### src/hdl/mexp_pkg.sv
// ----------------------------------------------------------------------------
// Modular exponentiation package
// Widths, reset value, pipeline side-band types and the divider state type
// shared by the exponentiation pipeline and its modular multiply stages.
// ----------------------------------------------------------------------------
package mexp_pkg;

   localparam int MOD_WIDTH     = 14;
   localparam int EXP_WIDTH     = 16;
   // Barrett reciprocal floor(2^(2*MOD_WIDTH) / modulus) and product width.
   localparam int MU_WIDTH      = 2 * MOD_WIDTH;
   // A Barrett remainder stays below twice the modulus.
   localparam int RES_WIDTH     = MOD_WIDTH + 1;
   localparam int DIV_STEPS     = MU_WIDTH + 1;
   localparam int DIV_CNT_WIDTH = $clog2(DIV_STEPS);
   // One base reduction, then a square and a multiply per exponent bit.
   localparam int UNIT_COUNT    = 2 * EXP_WIDTH + 1;

   localparam logic [MOD_WIDTH-1:0] MODULUS_RESET = MOD_WIDTH'(4877);
   localparam logic [MOD_WIDTH-1:0] MOD_ONE       = MOD_WIDTH'(1);
   localparam logic [MOD_WIDTH-1:0] MOD_TWO       = MOD_WIDTH'(2);

   typedef enum logic {
      DIV_IDLE,
      DIV_RUN
   } div_state_type;

   // Request context that travels alongside each multiply stage.
   typedef struct packed {
      logic                 vld;
      logic [MOD_WIDTH-1:0] base;
      logic [EXP_WIDTH-1:0] expo;
   } side_type;

   // Shared controls for every modular multiply unit.
   typedef struct packed {
      logic                 advance;
      logic [MOD_WIDTH-1:0] modulus;
      logic [MU_WIDTH-1:0]  mu;
   } mm_ctl_type;

endpackage

### src/hdl/mexp_mulmod.sv
// ----------------------------------------------------------------------------
// Modular multiply unit
// Four-stage Barrett multiply: product, quotient estimate, remainder,
// final correction. Request context is carried alongside each stage.
// ----------------------------------------------------------------------------
module mexp_mulmod import mexp_pkg::*; (
   input  logic                 clock,
   input  logic                 reset,
   input  mm_ctl_type           ctl,
   input  logic [MOD_WIDTH-1:0] a_value,
   input  logic [MOD_WIDTH-1:0] b_value,
   input  side_type             side_in,
   output logic [MOD_WIDTH-1:0] res_value,
   output side_type             side_out
);

   logic [MU_WIDTH-1:0]           prod_in;
   logic [MU_WIDTH-1:0]           prod_ff;
   logic [2*MU_WIDTH-1:0]         est_wide;
   logic [MU_WIDTH-1:0]           quot_in;
   logic [MU_WIDTH-1:0]           quot_ff;
   logic [RES_WIDTH-1:0]          low_ff;
   logic [MU_WIDTH+MOD_WIDTH-1:0] qm_wide;
   logic [RES_WIDTH-1:0]          rem_in;
   logic [RES_WIDTH-1:0]          rem_ff;
   logic [RES_WIDTH-1:0]          diff;
   logic [MOD_WIDTH-1:0]          res_in;
   logic [MOD_WIDTH-1:0]          res_ff;
   logic                          small_mod;
   side_type                      side1_ff;
   side_type                      side2_ff;
   side_type                      side3_ff;
   side_type                      side4_ff;

   assign prod_in  = MU_WIDTH'(a_value) * MU_WIDTH'(b_value);
   assign est_wide = (2*MU_WIDTH)'(prod_ff) * (2*MU_WIDTH)'(ctl.mu);
   assign quot_in  = est_wide[2*MU_WIDTH-1:MU_WIDTH];

   // The estimate is short by at most one, so only the low bits of the
   // remainder are needed.
   assign qm_wide = (MU_WIDTH+MOD_WIDTH)'(quot_ff) * (MU_WIDTH+MOD_WIDTH)'(ctl.modulus);
   assign rem_in  = low_ff - qm_wide[RES_WIDTH-1:0];

   assign small_mod = ctl.modulus < MOD_TWO;
   assign diff      = rem_ff - {1'b0, ctl.modulus};

   always_comb begin
      if (small_mod) begin
         res_in = '0;
      end else if (rem_ff >= {1'b0, ctl.modulus}) begin
         res_in = diff[MOD_WIDTH-1:0];
      end else begin
         res_in = rem_ff[MOD_WIDTH-1:0];
      end
   end

   always_ff @(posedge clock) begin
      if (ctl.advance) begin
         prod_ff <= prod_in;
         quot_ff <= quot_in;
         low_ff  <= prod_ff[RES_WIDTH-1:0];
         rem_ff  <= rem_in;
         res_ff  <= res_in;
      end
   end

   always_ff @(posedge clock) begin
      if (reset) begin
         side1_ff.vld <= 1'b0;
         side2_ff.vld <= 1'b0;
         side3_ff.vld <= 1'b0;
         side4_ff.vld <= 1'b0;
      end else if (ctl.advance) begin
         side1_ff <= side_in;
         side2_ff <= side1_ff;
         side3_ff <= side2_ff;
         side4_ff <= side3_ff;
      end
   end

   assign res_value = res_ff;
   assign side_out  = side4_ff;

endmodule
### config.mk
export PLATFORM = sky130hd
export DESIGN_NAME = mexp_mulmod
export DESIGN_NICKNAME = d
export VERILOG_FILES = /design/src/hdl/mexp_pkg.sv /design/src/hdl/mexp_mulmod.sv
export SDC_FILE = /design/constraint.sdc
export NUM_CORES = 2
export LEC_CHECK = 0
export ABC_AREA = 1
export BUFFER_PORTS_ARGS = -buffer_cell sky130_fd_sc_hd__buf_2
export CAP_MARGIN = 20
export CORE_ASPECT_RATIO = 1.75
export CORE_MARGIN = 2
export CORE_UTILIZATION = 60
export DETAILED_ROUTE_END_ITERATION = 8
export PLACE_DENSITY_LB_ADDON = 0.25
export RECOVER_POWER = 25
export SETUP_SLACK_MARGIN = 0.15
export SLEW_MARGIN = 20
export SYNTH_ARGS = -nofsm -noshare
export SYNTH_HDL_FRONTEND = slang
export SYNTH_SLANG_ARGS = --single-unit
### constraint.sdc
create_clock -name clock -period 16 [get_ports clock]
set_input_delay 2.4 -clock clock [delete_from_list [all_inputs] [get_ports clock]]
set_output_delay 2.4 -clock clock [all_outputs]
set_load 0.05 [all_outputs]
# Word level (Yosys, flattened, before mapping)
# Index checks and enable logic that the tools add are counted.
# totals
inputBits,104
word_cells,27
reg_bits,224
# classes
n_lt_le_gt_ge,2
n_reduce_logical,1
bitwise,1
muxes,1
n_addsub,2
mul,3
# ops
cell,count
28-bit by 28-bit multiplier with 56-bit output,1
14-bit by 14-bit multiplier with 28-bit output,1
28-bit by 14-bit multiplier with 15-bit output,1
15-bit by 14-bit greater-or-equal comparator with 1-bit output,1
15-bit subtractor,1
"14-bit by 2-bit < comparator with 1-bit output, second input constant",1
14-bit two-way mux,1
14-bit subtractor,1
2-bit AND reduction,1
1-bit inverter,1

# Depth between registers and ports, before layout
# depth
ltp_word,2
depth_mapped,30

# Worst setup path after synthesis
# No wires, ideal clock.
# synth_timing
kind,input -> register
startpoint,in ctl[13] in the netlist's numbering
endpoint,"reg quot_ff[11], data pin"
arrival_time_ns,7.917
path_stages,25
setup_slack_ns,7.823
cell_sequence,clkbuf_1 -> buf_1 -> nand2_1 -> fa_1 -> inv_1 -> fa_1 -> inv_1 -> fa_1 -> inv_1 -> fa_1 -> inv_1 -> fa_1 -> inv_1 -> fa_1 -> inv_1 -> fa_1 -> inv_1 -> ha_1 -> a21oi_1 -> inv_1 -> a31oi_1 -> o21ai_0 -> a21oi_1 -> nand3_1 -> xor2_1
# synth_between
elab_chain_cells,1
# synth_lines
item,line_no,source
from (decl),mexp_mulmod.sv:9,"input mm_ctl_type ctl,"
28-bit by 28-bit multiplier with 56-bit output,mexp_mulmod.sv:36,assign est_wide = (2*MU_WIDTH)'(prod_ff) * (2*MU_WIDTH)'(ctl.mu);
named net est_wide[39],mexp_mulmod.sv:19,logic [2*MU_WIDTH-1:0] est_wide;
to (signal assigned),mexp_mulmod.sv:60,quot_ff <= quot_in;
to (decl),mexp_mulmod.sv:21,logic [MU_WIDTH-1:0] quot_ff;
# The timed path passes the listed nets, and every way through them passes these cells.
# A chain may end at the register's enable or synchronous reset.

# Worst setup path after layout
# layout_timing
startpoint,in ctl[4] in the netlist's numbering
endpoint,"reg quot_ff[10], data pin"
# The elaborated chain is that of the path after synthesis.

==> metrics.log <==
INFO  metric run_status = finished with violations
INFO  metric failed_checks = capacitance limit, slew limit
INFO  metric post-synth-top-area-fraction = 39.7%
INFO  metric global_route.usage.total = 33.1%
INFO  metric timing.hold.worst_path_depth = 0
INFO  metric critical_path.cell_chain = buf_2 -> nand2_1 -> fa_1 -> inv_1 -> fa_1 -> fa_1 -> inv_1 -> fa_1 -> inv_1 -> fa_1 -> fa_1 -> inv_1 -> fa_1 -> inv_1 -> ha_1 -> a21oi_1 -> nor2_1 -> nor2_1 -> inv_1 -> a21oi_1 -> o21ai_0 -> nand2_1 -> nand3_1 -> xor2_1
INFO  metric die_w = 203 µm
INFO  metric clkLatencyLatePin = 540 ps
INFO  metric crit_cells = 24
INFO  metric max_slew_margin = -66.9%
INFO  metric fin_nets = ~6,200
INFO  metric min_path_type = reg -> reg
INFO  metric post_cts_resized = 0
INFO  metric hold_slack = 413 ps
INFO  metric initialDrtViolationCount = ~2,000
INFO  metric io_pins = 149
INFO  metric min_period_over_period = 55.0%
INFO  metric grt.met3_usage = 3.80%
INFO  metric std_cell_rows = roughly 130
INFO  metric worstHoldStart = side1_ff[0]
INFO  metric tritoncts = done
INFO  metric cap_viol_max_count = 13
INFO  metric cts_root_buffer = sky130_fd_sc_hd__clkbuf_16
INFO  metric cts-root-to-sink-buffers = 3
INFO  metric cp_top_family = adder cells
INFO  metric nFillCells = 5,978
INFO  metric die_area = 71,400 µm²
INFO  metric cts_buffers = 23
INFO  metric cp-start-kind = primary input
INFO  metric worst-path-max-fanout = 28
INFO  metric crit_arrival = 9070 ps
INFO  metric globalRouteMet2Util = 61.5%
INFO  metric tightestPinTransition = 2500 ps
INFO  metric routed-via-count = 31,600
INFO  metric detail_route.drc_violations = 0
INFO  metric crit_path_start = ctl[4]
INFO  metric grt_max_degree = 63
INFO  metric synthesized_area_per_cell = roughly 8.3 µm²
INFO  metric gp_routability_congestion = 0.988
INFO  metric synth_ff_type = sky130_fd_sc_hd__edfxtp_1
INFO  metric final.setup.tns = 0 ps
INFO  metric post_synthesis_to_final_layout_area_growth = 4.72%
INFO  metric post_cts_hold_buffer_count = 0
INFO  metric worst_path_max_delay_cell = sky130_fd_sc_hd__buf_2
INFO  metric postSynth.asyncResetShare = 0%
INFO  metric regToRegStartpoint = prod_ff[14]
INFO  metric io_buffer_count = 148
INFO  metric synth.largest_area_cell = sky130_fd_sc_hd__fa_1
INFO  metric layout_common_cells = sky130_fd_sc_hd__inv_1, sky130_fd_sc_hd__nand2_1, sky130_fd_sc_hd__fa_1
INFO  metric drive_above_1_share = 4.67%
INFO  metric yosys.cell_types.count = 48
INFO  metric crit_path_end_kind = register
INFO  metric period_needed = 8800 ps
INFO  metric synthTopCellsByArea = sky130_fd_sc_hd__fa_1, sky130_fd_sc_hd__edfxtp_1, sky130_fd_sc_hd__inv_1, sky130_fd_sc_hd__nand2_1, sky130_fd_sc_hd__ha_1
INFO  metric drt_wl_total = 113,000 µm
INFO  metric r2r.worst_path.cells = 20
INFO  metric globalRouteOverflowTotal = 0
INFO  metric cp_num_buf_inv = 7
INFO  metric final_common_cell = sky130_fd_sc_hd__inv_1
INFO  metric route.antenna.remaining_nets = 0
INFO  metric clkSlewWorstSetupHoldPaths = 60 ps
INFO  metric achievable-frequency = ~110 MHz
INFO  metric critical_path_required = around 16,000 ps
INFO  metric via_count_of_the_first_global_routing_pass = 34,700
INFO  metric synth_seq_cells = 211
INFO  metric floorplan.initialDensity = 60.7%
INFO  metric antenna_violations_before_repair = 5
INFO  metric synth-edff-count = 207
INFO  metric seq_area_frac_synth = 15.2%
INFO  metric post_synth_inst_count = 5,010
INFO  metric postLayoutCoreUtil = 63.5%
INFO  metric synth_warnings = 0
INFO  metric detailed_placement_wirelength_estimate = slightly below 90,000 µm
INFO  metric slowest_delay = between 700 and 800 ps
INFO  metric cts_htree_levels = 1
INFO  metric detailed_routing_iterations_pass_1 = 7
INFO  metric post_cts_setup_repair_bufs = 0
INFO  metric viasPerCell = 5.32
INFO  metric critical-path-top-cell-by-count = sky130_fd_sc_hd__fa_1
INFO  metric max_slew_violation_total_from_the_final_report = 392
INFO  metric grt.met1_usage = 34.3%
INFO  metric finalHoldViolations = 0
INFO  metric cts.sink_count = 211
INFO  metric critical_path_class = in -> reg
INFO  metric grt_setup_unrepaired = false
INFO  metric synth_nets = 6,235
INFO  metric floorplan.core_area = slightly below 70,000 µm²
INFO  metric wire_length_of_the_first_global_routing_pass = 180,000 µm
INFO  metric dieHeight = approximately 350 µm
INFO  metric avgRoutedWirePerCell = 19.0 µm
INFO  metric gr_peak_layer = met2
INFO  metric finalClockSkew = 20.5 ps
INFO  metric syn-cell-area = 41,500 µm²
INFO  metric final_setup_violation_count = 0
cell families (layout without fill, tap and decap cells):
| logic type | Yosys count | after routing | share of synthesized area (%) |
|---|---|---|---|
| buffers and inverters | 1797 | 1815 | 16.4 |
| AND/OR/NAND/NOR | 1567 | 1567 | 14.9 |
| other | 0 | 4 | 0 |
| XOR/XNOR | 77 | 77 | 1.64 |
| flip-flops | 211 | 211 | 15.2 |
| AO/OA/AOI/OAI | 237 | 237 | 3.20 |
| adder cells (fa/ha/maj) | 1121 | 1121 | 48.7 |
worst reg2reg max path, cell delays in order, from the launching register on:
cell                       delay [ps]
sky130_fd_sc_hd__edfxtp_1         320
sky130_fd_sc_hd__clkbuf_1        1760
sky130_fd_sc_hd__nand2_1          220
sky130_fd_sc_hd__fa_1             560
sky130_fd_sc_hd__fa_1             520
sky130_fd_sc_hd__fa_1             500
sky130_fd_sc_hd__fa_1             550
sky130_fd_sc_hd__inv_1             50
sky130_fd_sc_hd__fa_1             500
sky130_fd_sc_hd__fa_1             500
sky130_fd_sc_hd__inv_1             50
sky130_fd_sc_hd__fa_1             500
sky130_fd_sc_hd__inv_1             50
sky130_fd_sc_hd__ha_1             300
sky130_fd_sc_hd__a21o_1           190
sky130_fd_sc_hd__o21bai_1         290
sky130_fd_sc_hd__a21oi_1          560
sky130_fd_sc_hd__o21ai_0          240
sky130_fd_sc_hd__nand2_1          120
sky130_fd_sc_hd__nand3_1           80
sky130_fd_sc_hd__xor2_1           160
worst paths after layout:
kind | slack (ps) | to
worst max-delay path | 7200 | quot_ff[10]
worst min-delay path | 410 | side2_ff[0]
worst max register to register | 7720 | quot_ff[10]
worst min register to register | 410 | side2_ff[0]
sequential cells by signal, indices dropped and copies added, names as in the netlist:
register / cells
side2_ff: 31
side1_ff: 31
res_value: 14
side_out: 31
quot_ff: 15
prod_ff: 28
rem_ff: 15
low_ff: 15
side3_ff: 31
per-layer routing:
layer  share of wire, %  up-vias  routed length [µm]
met1                 32    15600               35800
li1                   -    14200                   -
met4                8.9        0               10100
met5                  0        -                   0
met3                6.2      501                6970
met2                 53     1302               59900
cell usage after synthesis, drive strengths merged, types with 3 or more instances:
| master | count |
|---|---|
| a21o | 19 |
| o21bai | 10 |
| nor2 | 116 |
| ha | 297 |
| nor3 | 10 |
| xnor2 | 28 |
| fa | 824 |
| o21ai | 75 |
| edfxtp | 207 |
| dfxtp | 4 |
| nand4 | 18 |
| nand3b | 10 |
| clkbuf | 131 |
| a21oi | 113 |
| inv | 1596 |
| o211ai | 3 |
| nand3 | 70 |
| nand2 | 1332 |
| xor2 | 49 |
| a31oi | 8 |
| o21a | 4 |
| nor4 | 6 |
| buf | 70 |
layout make-up:
| type | instances | area (µm²) | share of cell area [%] |
|---|---|---|---|
| Multi-Input combinational cell | 3002 | 28400 | 65.3 |
| Sequential cell | 211 | 6300 | 14.5 |
| Inverter | 1596 | 5990 | 13.8 |
| Tap cell | 903 | 1130 | 2.60 |
| Timing Repair Buffer | 177 | 912 | 2.10 |
| Clock buffer | 29 | 598 | 1.37 |
| Clock inverter | 13 | 148 | 0.339 |
| Antenna cell | 4 | 10.0 | 0.0230 |
per-stage QoR:
stage                     cell area (µm²)  cells  setup slack [ps]
after floorplan                     41500   5010              7820
after detailed placement            42800   5889              6800
final                               43500   5935              7200
after global placement              42800   5889              6810
after CTS                           43500   5931              7350
after global routing                43500   5932              7040
Power is left out: the tool's default activity adds up to more than one toggle a clock period on the data nets, which glitch-free logic cannot reach.
